--- src/design/c2m_pkg.sv ---
// Shared types and constants for the two-wire debug bus master.
package c2m_pkg;

	localparam int unsigned CMD_W    = 3;
	localparam int unsigned BYTE_W   = 8;
	localparam int unsigned STATUS_W = 2;
	localparam int unsigned PADDR_W  = 3;
	localparam int unsigned PDATA_W  = 32;

	// Command codes carried by an input item.
	localparam logic [CMD_W-1:0] CMD_TICK        = 3'd0;
	localparam logic [CMD_W-1:0] CMD_WRITE_ADDR  = 3'd1;
	localparam logic [CMD_W-1:0] CMD_READ_ADDR   = 3'd2;
	localparam logic [CMD_W-1:0] CMD_WRITE_DATA  = 3'd3;
	localparam logic [CMD_W-1:0] CMD_READ_DATA   = 3'd4;
	localparam logic [CMD_W-1:0] CMD_RESET       = 3'd5;

	// Configuration register indexes and reset values.
	localparam logic [0:0]        REG_WAIT_LIMIT   = 1'b0;
	localparam logic [BYTE_W-1:0] WAIT_LIMIT_RESET = 8'd100;

	typedef enum logic [2:0] {
		KIND_IDLE = 3'd0,
		KIND_WA   = 3'd1,
		KIND_RA   = 3'd2,
		KIND_WD   = 3'd3,
		KIND_RD   = 3'd4
	} kind_t;

	typedef enum logic [2:0] {
		PH_START   = 3'd0,
		PH_INS     = 3'd1,
		PH_LENGTH  = 3'd2,
		PH_DATA    = 3'd3,
		PH_WAIT    = 3'd4,
		PH_STOP    = 3'd5,
		PH_STOP_TO = 3'd6
	} phase_t;

	typedef enum logic [STATUS_W-1:0] {
		ST_BUSY    = 2'd0,
		ST_OK      = 2'd1,
		ST_TIMEOUT = 2'd2,
		ST_IGNORED = 2'd3
	} status_t;

	typedef struct packed {
		logic [CMD_W-1:0]  command;
		logic [BYTE_W-1:0] data_byte;
		logic              c2d_sample;
	} cmd_item_t;

	typedef struct packed {
		logic              clock_pulse;
		logic              data_drive;
		logic              data_level;
		logic              reset_pulse;
		status_t           status;
		logic [BYTE_W-1:0] read_data;
	} result_t;

endpackage

--- src/design/c2m_cmd_if.sv ---
// Input channel: command and tick items with valid/ready handshake.
interface c2m_cmd_if;
	import c2m_pkg::*;

	logic              valid;
	logic              ready;
	logic [CMD_W-1:0]  command;
	logic [BYTE_W-1:0] data_byte;
	logic              c2d_sample;

	modport source (output valid, output command, output data_byte, output c2d_sample,
		input ready);
	modport sink (input valid, input command, input data_byte, input c2d_sample,
		output ready);
endinterface

--- src/design/c2m_res_if.sv ---
// Output channel: one result item per input item, valid/ready handshake.
interface c2m_res_if;
	import c2m_pkg::*;

	logic                valid;
	logic                ready;
	logic                clock_pulse;
	logic                data_drive;
	logic                data_level;
	logic                reset_pulse;
	logic [STATUS_W-1:0] status;
	logic [BYTE_W-1:0]   read_data;

	modport source (output valid, output clock_pulse, output data_drive, output data_level,
		output reset_pulse, output status, output read_data, input ready);
	modport sink (input valid, input clock_pulse, input data_drive, input data_level,
		input reset_pulse, input status, input read_data, output ready);
endinterface

--- src/design/c2m_apb_regs.sv ---
// APB configuration register file holding the WAIT poll limit.
module c2m_apb_regs (
	input  logic                         clk,
	input  logic                         arst_n,
	input  logic                         psel,
	input  logic                         penable,
	input  logic                         pwrite,
	input  logic [c2m_pkg::PADDR_W-1:0]  paddr,
	input  logic [c2m_pkg::PDATA_W-1:0]  pwdata,
	output logic [c2m_pkg::PDATA_W-1:0]  prdata,
	output logic                         pready,
	output logic [c2m_pkg::BYTE_W-1:0]   wait_limit
);
	import c2m_pkg::*;

	logic [BYTE_W-1:0] wait_limit_q;
	logic              sel_wait_limit;

	// Registers are word aligned; the low address bits are ignored.
	assign sel_wait_limit = (paddr[PADDR_W-1] == REG_WAIT_LIMIT);
	assign pready         = 1'b1;

	always_ff @(posedge clk or negedge arst_n) begin
		if (!arst_n) begin
			wait_limit_q <= WAIT_LIMIT_RESET;
		end else if (psel && penable && pwrite && pready && sel_wait_limit) begin
			wait_limit_q <= pwdata[BYTE_W-1:0];
		end
	end

	always_comb begin
		prdata = '0;
		if (sel_wait_limit) begin
			prdata = {{(PDATA_W-BYTE_W){1'b0}}, wait_limit_q};
		end
	end

	assign wait_limit = wait_limit_q;
endmodule

--- src/design/c2m_frame_engine.sv ---
// Frame sequencer: holds frame state and computes one result per item.
module c2m_frame_engine (
	input  logic                        clk,
	input  logic                        arst_n,
	input  logic                        step,
	input  c2m_pkg::cmd_item_t          item,
	input  logic [c2m_pkg::BYTE_W-1:0]  wait_limit,
	output c2m_pkg::result_t            result
);
	import c2m_pkg::*;

	typedef struct packed {
		kind_t             kind;
		phase_t            phase;
		logic [3:0]        bit_pos;
		logic [BYTE_W-1:0] shift_byte;
		logic [BYTE_W-1:0] wait_count;
	} frame_state_t;

	localparam frame_state_t IDLE_STATE = '{
		kind: KIND_IDLE, phase: PH_START, bit_pos: 4'd0, shift_byte: '0, wait_count: '0};

	frame_state_t      st_q;
	frame_state_t      st_next;
	logic [BYTE_W-1:0] lim;
	logic [BYTE_W-1:0] wc_inc;
	logic [3:0]        bp_inc;
	logic [1:0]        ins_code;
	logic              is_read;

	always_ff @(posedge clk or negedge arst_n) begin
		if (!arst_n) begin
			st_q <= IDLE_STATE;
		end else if (step) begin
			st_q <= st_next;
		end
	end

	always_comb begin
		st_next = st_q;
		result  = '{clock_pulse: 1'b0, data_drive: 1'b0, data_level: 1'b0,
			reset_pulse: 1'b0, status: ST_BUSY, read_data: '0};
		lim     = (wait_limit == '0) ? BYTE_W'(1) : wait_limit;
		wc_inc  = (st_q.wait_count == '1) ? st_q.wait_count : st_q.wait_count + BYTE_W'(1);
		bp_inc  = st_q.bit_pos + 4'd1;
		is_read = (st_q.kind == KIND_RA) || (st_q.kind == KIND_RD);
		unique case (st_q.kind)
			KIND_WA: ins_code = 2'b11;
			KIND_RA: ins_code = 2'b10;
			KIND_WD: ins_code = 2'b01;
			default: ins_code = 2'b00;
		endcase

		if (st_q.kind == KIND_IDLE) begin
			if (item.command == CMD_TICK || item.command > CMD_RESET) begin
				result.status = ST_IGNORED;
			end else if (item.command == CMD_RESET) begin
				result.reset_pulse = 1'b1;
				result.status      = ST_OK;
			end else begin
				st_next      = IDLE_STATE;
				st_next.kind = kind_t'(item.command);
				if (item.command == CMD_WRITE_ADDR || item.command == CMD_WRITE_DATA) begin
					st_next.shift_byte = item.data_byte;
				end
			end
		end else if (item.command != CMD_TICK) begin
			result.status = ST_IGNORED;
		end else begin
			result.clock_pulse = 1'b1;
			unique case (st_q.phase)
				PH_START: begin
					st_next.phase   = PH_INS;
					st_next.bit_pos = 4'd0;
				end
				PH_INS: begin
					result.data_drive = 1'b1;
					result.data_level = ins_code[st_q.bit_pos[0]];
					st_next.bit_pos   = bp_inc;
					if (bp_inc >= 4'd2) begin
						st_next.bit_pos = 4'd0;
						st_next.phase   = (st_q.kind == KIND_WA || st_q.kind == KIND_RA) ?
							PH_DATA : PH_LENGTH;
					end
				end
				PH_LENGTH: begin
					result.data_drive = 1'b1;
					st_next.bit_pos   = bp_inc;
					if (bp_inc >= 4'd2) begin
						st_next.bit_pos = 4'd0;
						st_next.phase   = (st_q.kind == KIND_WD) ? PH_DATA : PH_WAIT;
					end
				end
				PH_DATA: begin
					if (is_read) begin
						if (item.c2d_sample) begin
							st_next.shift_byte[st_q.bit_pos[2:0]] = 1'b1;
						end
					end else begin
						result.data_drive = 1'b1;
						result.data_level = st_q.shift_byte[st_q.bit_pos[2:0]];
					end
					st_next.bit_pos = bp_inc;
					if (bp_inc >= 4'd8) begin
						st_next.bit_pos = 4'd0;
						st_next.phase   = (st_q.kind == KIND_WD) ? PH_WAIT : PH_STOP;
					end
				end
				PH_WAIT: begin
					st_next.wait_count = wc_inc;
					if (item.c2d_sample) begin
						st_next.phase   = (st_q.kind == KIND_RD) ? PH_DATA : PH_STOP;
						st_next.bit_pos = 4'd0;
					end else if (wc_inc >= lim) begin
						if (st_q.kind == KIND_RD) begin
							// A timed-out read ends here, with no STOP pulse.
							result.status = ST_TIMEOUT;
							st_next       = IDLE_STATE;
						end else begin
							st_next.phase = PH_STOP_TO;
						end
					end
				end
				PH_STOP_TO: begin
					result.status = ST_TIMEOUT;
					st_next       = IDLE_STATE;
				end
				default: begin
					result.status = ST_OK;
					if (is_read) begin
						result.read_data = st_q.shift_byte;
					end
					st_next = IDLE_STATE;
				end
			endcase
		end
	end
endmodule

--- src/design/two_wire_debug_bus_master.sv ---
// Top level of the two-wire debug bus master: channels, registers and pipeline.
//
//  Channel | Dir | Handshake        | Payload
//  --------+-----+------------------+-------------------------------------------------
//  cmd     | in  | valid / ready    | command, data_byte, c2d_sample
//  res     | out | valid / ready    | clock_pulse, data_drive, data_level,
//          |     |                  | reset_pulse, status, read_data
//  apb     | in  | psel / penable   | pwrite, paddr, pwdata -> prdata (pready tied high)
//
// Each accepted item yields exactly one result item: it is captured in the input
// register, then the frame engine computes the result and the next frame state in
// one pass and the result register captures it. The engine's state update on that
// same edge sets the rate: one item per clock cycle sustained while the sink is ready.
// Reset (arst_n, asynchronous, active low) empties both registers, returns the frame
// engine to idle and sets the WAIT poll limit to 100. When the sink stalls, the
// result register holds its item while the input register can still take one more.
module two_wire_debug_bus_master (
	input  logic                        clk,
	input  logic                        arst_n,
	c2m_cmd_if.sink                     cmd,
	c2m_res_if.source                   res,
	input  logic                        psel,
	input  logic                        penable,
	input  logic                        pwrite,
	input  logic [c2m_pkg::PADDR_W-1:0] paddr,
	input  logic [c2m_pkg::PDATA_W-1:0] pwdata,
	output logic [c2m_pkg::PDATA_W-1:0] prdata,
	output logic                        pready
);
	import c2m_pkg::*;

	logic              item_valid_s1;
	cmd_item_t         item_s1;
	logic              res_valid_s2;
	result_t           result_s2;
	result_t           engine_result;
	logic [BYTE_W-1:0] wait_limit;
	logic              advance_s2;
	logic              move_s1;

	// Configuration registers.
	c2m_apb_regs u_regs (
		.clk        (clk),
		.arst_n     (arst_n),
		.psel       (psel),
		.penable    (penable),
		.pwrite     (pwrite),
		.paddr      (paddr),
		.pwdata     (pwdata),
		.prdata     (prdata),
		.pready     (pready),
		.wait_limit (wait_limit)
	);

	// The result register frees up when it is empty or its item is taken this cycle.
	// The item in the input register moves on exactly then, and only then does the
	// frame engine commit its next state, so state and results stay in step.
	assign advance_s2 = !res_valid_s2 || res.ready;
	assign move_s1    = item_valid_s1 && advance_s2;
	assign cmd.ready  = !item_valid_s1 || move_s1;

	always_ff @(posedge clk or negedge arst_n) begin
		if (!arst_n) begin
			item_valid_s1 <= 1'b0;
		end else if (cmd.ready) begin
			item_valid_s1 <= cmd.valid;
		end
	end

	// Payload of the input register needs no reset.
	always_ff @(posedge clk) begin
		if (cmd.ready && cmd.valid) begin
			item_s1 <= '{command: cmd.command, data_byte: cmd.data_byte,
				c2d_sample: cmd.c2d_sample};
		end
	end

	c2m_frame_engine u_engine (
		.clk        (clk),
		.arst_n     (arst_n),
		.step       (move_s1),
		.item       (item_s1),
		.wait_limit (wait_limit),
		.result     (engine_result)
	);

	always_ff @(posedge clk or negedge arst_n) begin
		if (!arst_n) begin
			res_valid_s2 <= 1'b0;
		end else if (advance_s2) begin
			res_valid_s2 <= item_valid_s1;
		end
	end

	always_ff @(posedge clk) begin
		if (move_s1) begin
			result_s2 <= engine_result;
		end
	end

	assign res.valid       = res_valid_s2;
	assign res.clock_pulse = result_s2.clock_pulse;
	assign res.data_drive  = result_s2.data_drive;
	assign res.data_level  = result_s2.data_level;
	assign res.reset_pulse = result_s2.reset_pulse;
	assign res.status      = result_s2.status;
	assign res.read_data   = result_s2.read_data;
endmodule
--- src/flat_wrapper.sv ---
// flat-port wrapper written by rule: the top's interface ports become plain ports
module two_wire_debug_bus_master_flat import c2m_pkg::*;
  (clk, arst_n, psel, penable, pwrite, paddr, pwdata, prdata, pready, cmd_valid, cmd_command, cmd_data_byte, cmd_c2d_sample, cmd_ready, res_valid, res_clock_pulse, res_data_drive, res_data_level, res_reset_pulse, res_status, res_read_data, res_ready);
  c2m_cmd_if cmd_i ();
  c2m_res_if res_i ();
  input  logic clk;
  input  logic arst_n;
  input  logic psel;
  input  logic penable;
  input  logic pwrite;
  input  logic [c2m_pkg::PADDR_W-1:0] paddr;
  input  logic [c2m_pkg::PDATA_W-1:0] pwdata;
  output logic [c2m_pkg::PDATA_W-1:0] prdata;
  output logic pready;
  input wire logic [$bits(cmd_i.valid)-1:0] cmd_valid;
  input wire logic [$bits(cmd_i.command)-1:0] cmd_command;
  input wire logic [$bits(cmd_i.data_byte)-1:0] cmd_data_byte;
  input wire logic [$bits(cmd_i.c2d_sample)-1:0] cmd_c2d_sample;
  output wire logic [$bits(cmd_i.ready)-1:0] cmd_ready;
  output wire logic [$bits(res_i.valid)-1:0] res_valid;
  output wire logic [$bits(res_i.clock_pulse)-1:0] res_clock_pulse;
  output wire logic [$bits(res_i.data_drive)-1:0] res_data_drive;
  output wire logic [$bits(res_i.data_level)-1:0] res_data_level;
  output wire logic [$bits(res_i.reset_pulse)-1:0] res_reset_pulse;
  output wire logic [$bits(res_i.status)-1:0] res_status;
  output wire logic [$bits(res_i.read_data)-1:0] res_read_data;
  input wire logic [$bits(res_i.ready)-1:0] res_ready;
  assign cmd_i.valid = cmd_valid;
  assign cmd_i.command = cmd_command;
  assign cmd_i.data_byte = cmd_data_byte;
  assign cmd_i.c2d_sample = cmd_c2d_sample;
  assign cmd_ready = cmd_i.ready;
  assign res_valid = res_i.valid;
  assign res_clock_pulse = res_i.clock_pulse;
  assign res_data_drive = res_i.data_drive;
  assign res_data_level = res_i.data_level;
  assign res_reset_pulse = res_i.reset_pulse;
  assign res_status = res_i.status;
  assign res_read_data = res_i.read_data;
  assign res_i.ready = res_ready;
  two_wire_debug_bus_master u_core (.clk(clk), .arst_n(arst_n), .cmd(cmd_i), .res(res_i), .psel(psel), .penable(penable), .pwrite(pwrite), .paddr(paddr), .pwdata(pwdata), .prdata(prdata), .pready(pready));
endmodule
--- config.mk ---
export PLATFORM = sky130hd
export DESIGN_NAME = two_wire_debug_bus_master_flat
export DESIGN_NICKNAME = d
export VERILOG_FILES = /design/src/design/c2m_pkg.sv /design/src/design/c2m_cmd_if.sv /design/src/design/c2m_res_if.sv /design/src/design/c2m_apb_regs.sv /design/src/design/c2m_frame_engine.sv /design/src/design/two_wire_debug_bus_master.sv /design/src/flat_wrapper.sv
export SDC_FILE = /design/constraint.sdc
export NUM_CORES = 1
export LEC_CHECK = 0
export ABC_CLOCK_PERIOD_IN_PS = 6070
export BUFFER_PORTS_ARGS = -buffer_cell sky130_fd_sc_hd__buf_2
export CAP_MARGIN = 20
export CORE_UTILIZATION = 55
export CTS_CLUSTER_DIAMETER = 80
export DETAILED_ROUTE_END_ITERATION = 8
export GPL_ROUTABILITY_DRIVEN = 0
export PLACE_DENSITY = 0.83
export SYNTH_ARGS = -nofsm -noshare
export SYNTH_HDL_FRONTEND = slang
export SYNTH_HIERARCHICAL = 1
export SYNTH_SLANG_ARGS = --single-unit
--- constraint.sdc ---
create_clock -name clk -period 6.07 [get_ports clk]
set_input_delay 1.821 -clock clk [delete_from_list [all_inputs] [get_ports clk]]
set_output_delay 1.821 -clock clk [all_outputs]
set_load 0.02 [all_outputs]
==> impl_metrics.json, run 1 <==
{
  "max_freq_mhz": 240.3,
  "die_h_um": 84.30,
  "final_cells": 506,
  "first_global_vias": 2713,
  "ys_warn_count": 6,
  "fin_ws_ns": 1.909,
  "wl_um": 7072,
  "wl_met1_um": 3193,
  "post-place-ws_ns": 1.604,
  "n_antenna_cell": 0,
  "status": "finished, violations left",
  "synth_edf_count": 26,
  "synth_top_area_share_pct": 22.17,
  "power.density_nw_per_um2": 286.3,
  "grt_usage_pct": 21.77,
  "fin_crit_sh_pct": 68.56,
  "port_buffers": 51,
  "rows": 29,
  "start_util_pct": 57.67,
  "worstSetupEndpointType": "output pin",
  "timing.rr.end": "u_core/u_engine/st_q[22]",
  "fp.dieW_um": 84.30,
  "tns_ns": 0,
  "seq_area_frac_synth_pct": 45.25,
  "synth_cells": 378,
  "grt_first_pass_wirelength_um": 12060,
  "finalHoldViolCount": 0,
  "violations": "DRC",
  "clk_latency_ns": 0.35,
  "met2WireLength_um": 3226,
  "crit_start": "paddr[2]",
  "drive_gt1_share_pct": 24.71,
  "worstHoldPathType": "reg2reg",
  "path_clk_slew_ns": 0.06,
  "worstPathMaxFanout": 9,
  "drtIter0Drc": 317,
  "grt_overflow_total": 0,
  "clock_path_buffers": 2,
  "synthTopCellsByArea": "dfrtp_1, edfxtp_1, buf_4",
  "holdWs_ns": 0.5425,
  "cts_resized": 0,
  "antenna_found_initial": 0,
  "design_power_total_uw": 1186,
  "h-tree-depth": 3,
  "crit_type": "in2out",
  "viasPerCell": 5.587,
  "core_sq_um": 6459,
  "async_flop_share_pct": 58.06,
  "rrSetupSlack_ns": 2.21,
  "num-nets-final": 489,
  "rsz0062_at_grt": "false",
  "dr.max_layer_used": "met4",
  "first_pass_iters": 9,
  "synth_seq_cells": 62,
  "synth_flop_cell": "dfrtp_1",
  "cts_tree": "done",
  "irDropWorstVdd_mv": 0.1801,
  "vias": 2827,
  "cp_data_arrival_time_ns": 2.34,
  "grt_max_degree": 37,
  "met3_wirelength_um": 471,
  "clock_sinks": 62,
  "place_inst": 490,
  "fin_skew_ns": 0.006980,
  "syn-cell-area_sq_um": 3725,
  "ant_nets": 0,
  "setup_viol": 0,
  "hpwl_um": 5062,
  "r2r_start": "u_core/u_engine/st_q[0]",
  "syn2layout_area_growth_pct": 11.25,
  "critPathLaunchType": "input port",
  "critPathCapture": "prdata[4]",
  "yosysMostFrequentCell": "nand2_1",
  "dieArea_sq_um": 7106,
  "worst_pin_slew_ns": 0.8017,
  "period_needed_ns": 4.161,
  "ys_types": 60,
  "worst_ep_required_time_ns": 4.25,
  "synthTopCellsByCount": "nand2_1, dfrtp_1, edfxtp_1, o21ai_0, buf_4",
  "slew_headroom_pct": 46.56,
  "drc_errors": 4,
  "max_cap_viol_count": 0,
  "cts-buffers-inserted": 9,
  "avgSynthCellArea_sq_um": 9.854,
  "power.leakage_uw": 0.001830,
  "yosysTopAreaCell": "dfrtp_1",
  "cts-root-buf": "clkbuf_8",
  "maxSlewViolCount": 0,
  "post-cts-setup-buffer-count": 0,
  "wl_per_cell_um": 13.98,
  "io_pins": 103,
  "holdBufCountCts": 0,
  "rr_worst_depth": 13
}
per-layer routing:
layer,GRT usage [%],up-vias
li1,-,1398
met4,12.07,0
met3,4.326,16
met5,0,-
met1,28.48,1282
met2,34.20,131
worst min-delay path by stage:
stage	from	endpoint	slack [ns]	cells past startpoint
2_1_floorplan	u_core/u_engine/st_q[6]	u_core/u_engine/st_q[6]	0.49	2
3_3_place_gp	u_core/u_regs/wait_limit[3]	u_core/u_regs/wait_limit[3]	0.51	1
3_5_place_dp	u_core/u_engine/st_q[6]	u_core/u_engine/st_q[6]	0.53	2
4_1_cts	u_core/u_engine/st_q[6]	u_core/u_engine/st_q[6]	0.54	2
5_1_grt	u_core/item_valid_s1	u_core/res.valid	0.57	1
6_report	u_core/item_valid_s1	u_core/res.valid	0.54	1
report_power, final:
| part | switching, uW | total, uW | internal, uW |
|---|---|---|---|
| clock | 166 | 398 | 232 |
| combinational | 141 | 242 | 101 |
| sequential | 66.3 | 547 | 481 |
| total | 373 | 1190 | 814 |
through the flow:
stage | util (%) | area [sq um]
after floorplan | - | 3811
after global placement | 60.71 | 3921
after detailed placement | 60.71 | 3921
after CTS | 64.16 | 4144
after global routing | 64.16 | 4144
final | 64.16 | 4144
state kept, by name, indices dropped and copies added, names as in the netlist:
register / cells
u_core/u_engine/st_q: 26
u_core/item_s1: 12
u_core/res.read_data: 8
u_core/u_regs/wait_limit: 8
u_core/res.status: 2
u_core/item_valid_s1: 1
u_core/res.clock_pulse: 1
u_core/res.data_drive: 1
u_core/res.data_level: 1
u_core/res.reset_pulse: 1
u_core/res.valid: 1
cells in the final DEF, fill, tap and decap left out, types with 3 or more instances in the layout:
| master | instances |
|---|---|
| xor2_1 | 6 |
| nand2_1 | 36 |
| inv_1 | 19 |
| nor2_1 | 20 |
| nand3_1 | 10 |
| edfxtp_1 | 26 |
| dfstp_2 | 3 |
| nand2b_1 | 3 |
| dfrtp_1 | 33 |
| a22o_1 | 3 |
| and2_1 | 12 |
| a21oi_1 | 16 |
| mux2_2 | 12 |
| and2b_2 | 8 |
| o21a_1 | 9 |
| conb_1 | 25 |
| nor3_1 | 13 |
| o21ai_0 | 26 |
| nand4_1 | 3 |
| nor2b_1 | 4 |
| nor4_1 | 3 |
| and3_1 | 5 |
| buf_2 | 51 |
| o31ai_1 | 5 |
| o211ai_1 | 3 |
| a31oi_1 | 9 |
| clkbuf_8 | 9 |
| clkinv_4 | 3 |
| ha_1 | 11 |
logic make-up after synthesis:
kind of cell               count (synthesis)  synth area share, %
and+or+nand+nor                          130                19.28
AOI/OAI and AO/OA                         92                16.80
DFF                                       62                45.25
buffers and inverters                     59                8.734
muxes                                     14                4.165
adders and majority gates                 11                3.695
xor gates and xnor gates                   8                1.881
other                                      2               0.2016
layout make-up:
type / count / area (sq um)
flip-flops and latches: 62 / 1685
fillers: 523 / 2315
clock inverters: 7 / 98.84
repair buffers: 52 / 262.8
multi-input cells: 280 / 1805
inverters: 19 / 71.32
well taps: 77 / 96.34
clock buffers: 9 / 123.9
worst max-delay path: stages:
cell and delay, ns:
buf_2 0.14, and2b_2 0.22, buf_2 0.16
Power figures use the tool's default switching activity.
==> run 2: changes to the inputs <==
- ABC_CLOCK_PERIOD_IN_PS: 6070 -> 4000
- CORE_UTILIZATION: 55 -> 53
- PLACE_DENSITY: 0.83 -> 0.81
- clock period: 6.07 -> 4 ns (I/O delays scaled with it)
==> impl_metrics.json, run 2 (synthesized netlist as in run 1, its figures left out) <==
{
  "post-place-ws_ns": 0.3483,
  "ant_nets": 0,
  "start_util_pct": 54.83,
  "status": "completed",
  "grt_overflow_total": 0,
  "largestRegisters": "u_core/u_engine/st_q (26), u_core/item_s1 (12)",
  "worstHoldPathType": "reg2reg",
  "holdBufCountCts": 0,
  "max_stage_delay_ns": 0.46,
  "fin_ws_ns": 0.2688,
  "port_buffers": 51,
  "h-tree-depth": 3,
  "grt_max_degree": 37,
  "pwr-share-seq_pct": 49.0,
  "crit_buf_inv": 0,
  "fin_crit_sh_pct": 93.28,
  "top_register": "u_core/u_engine/st_q",
  "first_pass_iters": 5,
  "slew_headroom_pct": 47.05,
  "final_common_cell": "buf_2",
  "crit_type": "reg2reg",
  "largest_reg_flops": 26,
  "rsz0062_at_grt": "false",
  "num-nets-final": 491,
  "hpwl_um": 5224,
  "worst_pin_slew_ns": 0.7942,
  "finalHoldViolCount": 0,
  "cp_data_arrival_time_ns": 4.01,
  "worstPathMaxFanout": 10,
  "p_sw_uw": 552.8,
  "power.internal_uw": 1140,
  "worst_ep_required_time_ns": 4.27,
  "wl_um": 7144,
  "syn2layout_area_growth_pct": 11.45,
  "power.leakage_uw": 0.001825,
  "viasPerCell": 5.406,
  "irDropWorstVdd_mv": 0.2373,
  "cts_tree": "done",
  "drive_gt1_share_pct": 25.29,
  "clock_path_buffers": 2,
  "die_h_um": 85.83,
  "vias": 2849,
  "antenna_found_initial": 0,
  "max_freq_mhz": 268.0,
  "period_needed_ns": 3.731,
  "setup_viol": 0,
  "comb_power_share_pct": 21.7,
  "post-cts-setup-buffer-count": 0,
  "n_antenna_cell": 0,
  "fin_skew_ns": 0.01234,
  "cpMaxStageDelayCell": "dfrtp_1",
  "drc_errors": 0,
  "clock_sinks": 62,
  "first_global_vias": 2583,
  "tns_ns": 0,
  "path_clk_slew_ns": 0.07,
  "fp.dieW_um": 85.83,
  "io_pins": 103,
  "clk_latency_ns": 0.34,
  "cp_cell_sequence": "ha_1 > and3_1 > nand2_1 > nor2_1 > nor2_1 > xor2_1 > ha_1 > a21oi_1 > o21ai_0 > nor3_1 > a21oi_2 > and3_1 > o21a_1",
  "max_cap_viol_count": 0,
  "grt_usage_pct": 21.38,
  "drtIter0Drc": 242,
  "maxSlewViolCount": 0,
  "core_sq_um": 6794,
  "dieArea_sq_um": 7367,
  "layout_common_cells": "buf_2, nand2_1, dfrtp_1",
  "critPathLaunchType": "flop",
  "p_sw_share_pct": 32.65,
  "cts-buffers-inserted": 9,
  "power.density_nw_per_um2": 407.9,
  "cts-root-buf": "clkbuf_8",
  "clkPwrFrac_pct": 29.3,
  "worstSetupEndpointType": "flop",
  "cts_resized": 0,
  "grt_first_pass_wirelength_um": 12230,
  "rows": 30,
  "cp_top_family": "simple AND/OR/NAND/NOR gates",
  "wl_per_cell_um": 13.56
}
==> run 2: power by group through the flow <==
stage / clock network, uW / registers, uW / logic [uW]
after detailed placement: 0 / 839 / 363
after CTS: 509 / 827 / 365
final: 496 / 830 / 367
after floorplan: 0 / 787 / 329
after global placement: 0 / 835 / 353
after global routing: 534 / 842 / 412
==> run 2: final cells by class <==
class	instances	area (sq um)
multi-input cells	280	1812
inverters	19	71.32
clock buffers	11	151.4
flip-flops and latches	62	1685
clock inverters	5	33.78
repair buffers	54	277.8
fillers	565	2643
well taps	96	120.1
==> run 2: worst paths after layout <==
check                                          from                       end  slack [ns]  cells after the start
max                         u_core/u_engine/st_q[0]   u_core/u_engine/st_q[8]        0.27                     13
min                        u_core/u_engine/st_q[19]  u_core/u_engine/st_q[19]        0.54                      1
max reg2reg                 u_core/u_engine/st_q[0]   u_core/u_engine/st_q[8]        0.27                     13
min reg2reg                u_core/u_engine/st_q[19]  u_core/u_engine/st_q[19]        0.54                      1
max in group asynchronous                    arst_n   u_core/u_engine/st_q[4]        2.54                      1
min in group asynchronous                    arst_n  u_core/u_engine/st_q[23]        0.94                      1
==> run 2: metal layers <==
metal	track usage [%]	part of all wire, %	vias to the layer above
met5	0	0	-
met4	8.030	1.4	0
met3	4.716	4.9	10
met2	33.09	47	109
met1	29.63	46	1332
li1	-	-	1398
==> run 2: stage by stage <==
| stage | cell area [sq um] | hold slack (ns) | utilization, % | std cells | power, uW |
|---|---|---|---|---|---|
| after global routing | 4151 | 0.5661 | 61.11 | 527 | 1788 |
| after floorplan | 3811 | 0.4914 | - | 401 | 1116 |
| after global placement | 3960 | 0.5134 | 58.29 | 511 | 1188 |
| after CTS | 4145 | 0.5402 | 61.01 | 527 | 1700 |
| final | 4151 | 0.5393 | 61.11 | 527 | 1693 |
| after detailed placement | 3960 | 0.5248 | 58.29 | 511 | 1203 |
==> run 3: changes to the inputs <==
- CELL_PAD_IN_SITES_DETAIL_PLACEMENT: unset -> 1
- CELL_PAD_IN_SITES_GLOBAL_PLACEMENT: unset -> 2
- CORE_UTILIZATION: 53 -> 32
- PLACE_DENSITY: 0.81 -> unset
- PLACE_DENSITY_LB_ADDON: unset -> 0.1
==> impl_metrics.json, run 3 (synthesized netlist as in run 1, its figures left out) <==
{
  "tns_ns": 0,
  "slew_headroom_pct": 39.94,
  "io_pins": 103,
  "cp_data_arrival_time_ns": 3.89,
  "cpMaxStageDelayCell": "nor3_1",
  "power.internal_uw": 1446,
  "worstSetupEndpointType": "flop",
  "top_register": "u_core/u_engine/st_q",
  "dr.max_layer_used": "met4",
  "fin_crit_sh_pct": 90.53,
  "wl_per_cell_um": 16.39,
  "status": "completed",
  "final_util_pct": 38.77,
  "n_antenna_cell": 0,
  "fin_ws_ns": 0.3786,
  "path_clk_slew_ns": 0.05,
  "cts-root-buf": "clkbuf_16",
  "met3_wirelength_um": 439,
  "irDropWorstVdd_mv": 0.2512,
  "post-place-ws_ns": 0.3521,
  "grt_max_degree": 37,
  "pwr-share-seq_pct": 40.6,
  "p_sw_uw": 607.5,
  "comb_power_share_pct": 18.5,
  "fin_skew_ns": 0.002410,
  "post-cts-setup-buffer-count": 0,
  "worst_ep_required_time_ns": 4.27,
  "power.density_nw_per_um2": 465.8,
  "n_fill_cell": 1324,
  "power.leakage_uw": 0.001932,
  "crit_type": "reg2reg",
  "syn2layout_area_growth_pct": 18.34,
  "die_h_um": 109.9,
  "wl_met1_um": 4469,
  "vias": 2926,
  "period_needed_ns": 3.621,
  "first_pass_iters": 6,
  "wl_um": 9538,
  "core_sq_um": 11370,
  "max_freq_mhz": 276.1,
  "num-nets-final": 499,
  "cts_resized": 0,
  "critPathMostFrequentCell": "nor2_1",
  "grt_first_pass_wirelength_um": 15640,
  "grt_overflow_total": 0,
  "dieArea_sq_um": 12080,
  "fp.dieW_um": 109.9,
  "clkPwrFrac_pct": 40.9,
  "rows": 39,
  "final_common_cell": "buf_2",
  "max_cap_viol_count": 0,
  "clk_latency_ns": 0.33,
  "grt_usage_pct": 17.30,
  "h-tree-depth": 3,
  "cts-buffers-inserted": 9,
  "worst_pin_slew_ns": 0.9009,
  "largestRegisters": "u_core/u_engine/st_q (26), u_core/item_s1 (12)",
  "largest_reg_flops": 26,
  "ant_nets": 0,
  "drc_errors": 0,
  "drive_gt1_share_pct": 25.97,
  "clock_path_buffers": 2,
  "setup_viol": 0,
  "worstHoldPathType": "reg2reg",
  "first_global_vias": 2968,
  "cts_tree": "done",
  "max_stage_delay_ns": 0.51,
  "worstPathMaxFanout": 9,
  "antenna_found_initial": 0,
  "viasPerCell": 5.027,
  "port_buffers": 51,
  "layout_common_cells": "buf_2, nand2_1, dfrtp_1",
  "start_util_pct": 32.76,
  "finalHoldViolCount": 0,
  "hpwl_um": 7009,
  "p_sw_share_pct": 29.59,
  "maxSlewViolCount": 0,
  "drtIter0Drc": 104,
  "rsz0062_at_grt": "false",
  "clock_sinks": 62,
  "met2WireLength_um": 4518,
  "cp_cell_sequence": "ha_1 > and3_1 > nand2_1 > nor2_1 > nor2_1 > xor2_1 > ha_1 > a21oi_1 > o21ai_0 > nor3_1 > a21oi_2 > buf_4 > nor2_1 > a22o_1",
  "critPathLaunchType": "flop",
  "holdBufCountCts": 0
}
-- run 3: cell types whose count changed in the layout (fill, tap and decap cells not counted), moves of 2 or more --
cell / before / now
buf_4: 3 / 10
bufinv_16: 0 / 2
clkbuf_16: 0 / 9
clkbuf_8: 11 / 1
clkinvlp_4: 2 / 0
-- run 3: layout make-up --
| cell class | instances | area [sq um] | share of cell area, % |
|---|---|---|---|
| clock inverter | 5 | 73.82 | 1.675 |
| tap | 143 | 178.9 | 4.059 |
| inverter | 19 | 71.32 | 1.618 |
| multi-input combinational | 280 | 1805 | 40.96 |
| sequential | 62 | 1685 | 38.23 |
| timing repair buffer | 62 | 350.3 | 7.948 |
| clock buffer | 11 | 242.7 | 5.507 |
-- run 3: critical path, delay by kind of cell, from the launching register on --
family / cells / cell delay (ns)
XOR/XNOR: 1 / 0.17
adder cells (fa/ha/maj): 2 / 0.57
buffers and inverters: 1 / 0.19
AND/OR/NAND/NOR: 6 / 1.53
flip-flops: 1 / 0.40
AO/OA/AOI/OAI: 4 / 0.68
-- run 3: routing by layer --
metal | vias up | global-route usage [%]
met5 | - | 0
met4 | 0 | 5.143
met3 | 9 | 4.742
met2 | 61 | 27.99
met1 | 1430 | 22.41
li1 | 1426 | -
-- run 3: path summary, 6_finish.rpt --
kind / startpoint / to / slack, ns / cells after the start
worst max-delay path: u_core/u_engine/st_q[1] / u_core/u_engine/st_q[3] / 0.38 / 14
worst min-delay path: u_core/u_regs/wait_limit[3] / u_core/u_regs/wait_limit[3] / 0.54 / 1
worst max register to register: u_core/u_engine/st_q[1] / u_core/u_engine/st_q[3] / 0.38 / 14
worst min register to register: u_core/u_regs/wait_limit[3] / u_core/u_regs/wait_limit[3] / 0.54 / 1
max in group asynchronous: arst_n / u_core/u_engine/st_q[12] / 2.43 / 1
min in group asynchronous: arst_n / u_core/u_engine/st_q[25] / 0.99 / 1
-- run 3: stage by stage --
step / power (uW) / area, sq um / hold WS, ns / instances
floorplan: 1116 / 3811 / 0.4914 / 401
global placement: 1220 / 4091 / 0.5105 / 566
detailed placement: 1231 / 4091 / 0.5246 / 566
CTS: 2091 / 4408 / 0.5396 / 582
global route: 2170 / 4408 / 0.5614 / 582
finish: 2053 / 4408 / 0.5370 / 582
-- run 3: power by group through the flow --
stage	Clock, uW	Combinational [uW]	Sequential, uW
3_5_place_dp	0	384	847
5_1_grt	888	431	851
6_report	839	381	834
2_1_floorplan	0	329	787
3_3_place_gp	0	375	845
4_1_cts	868	387	836
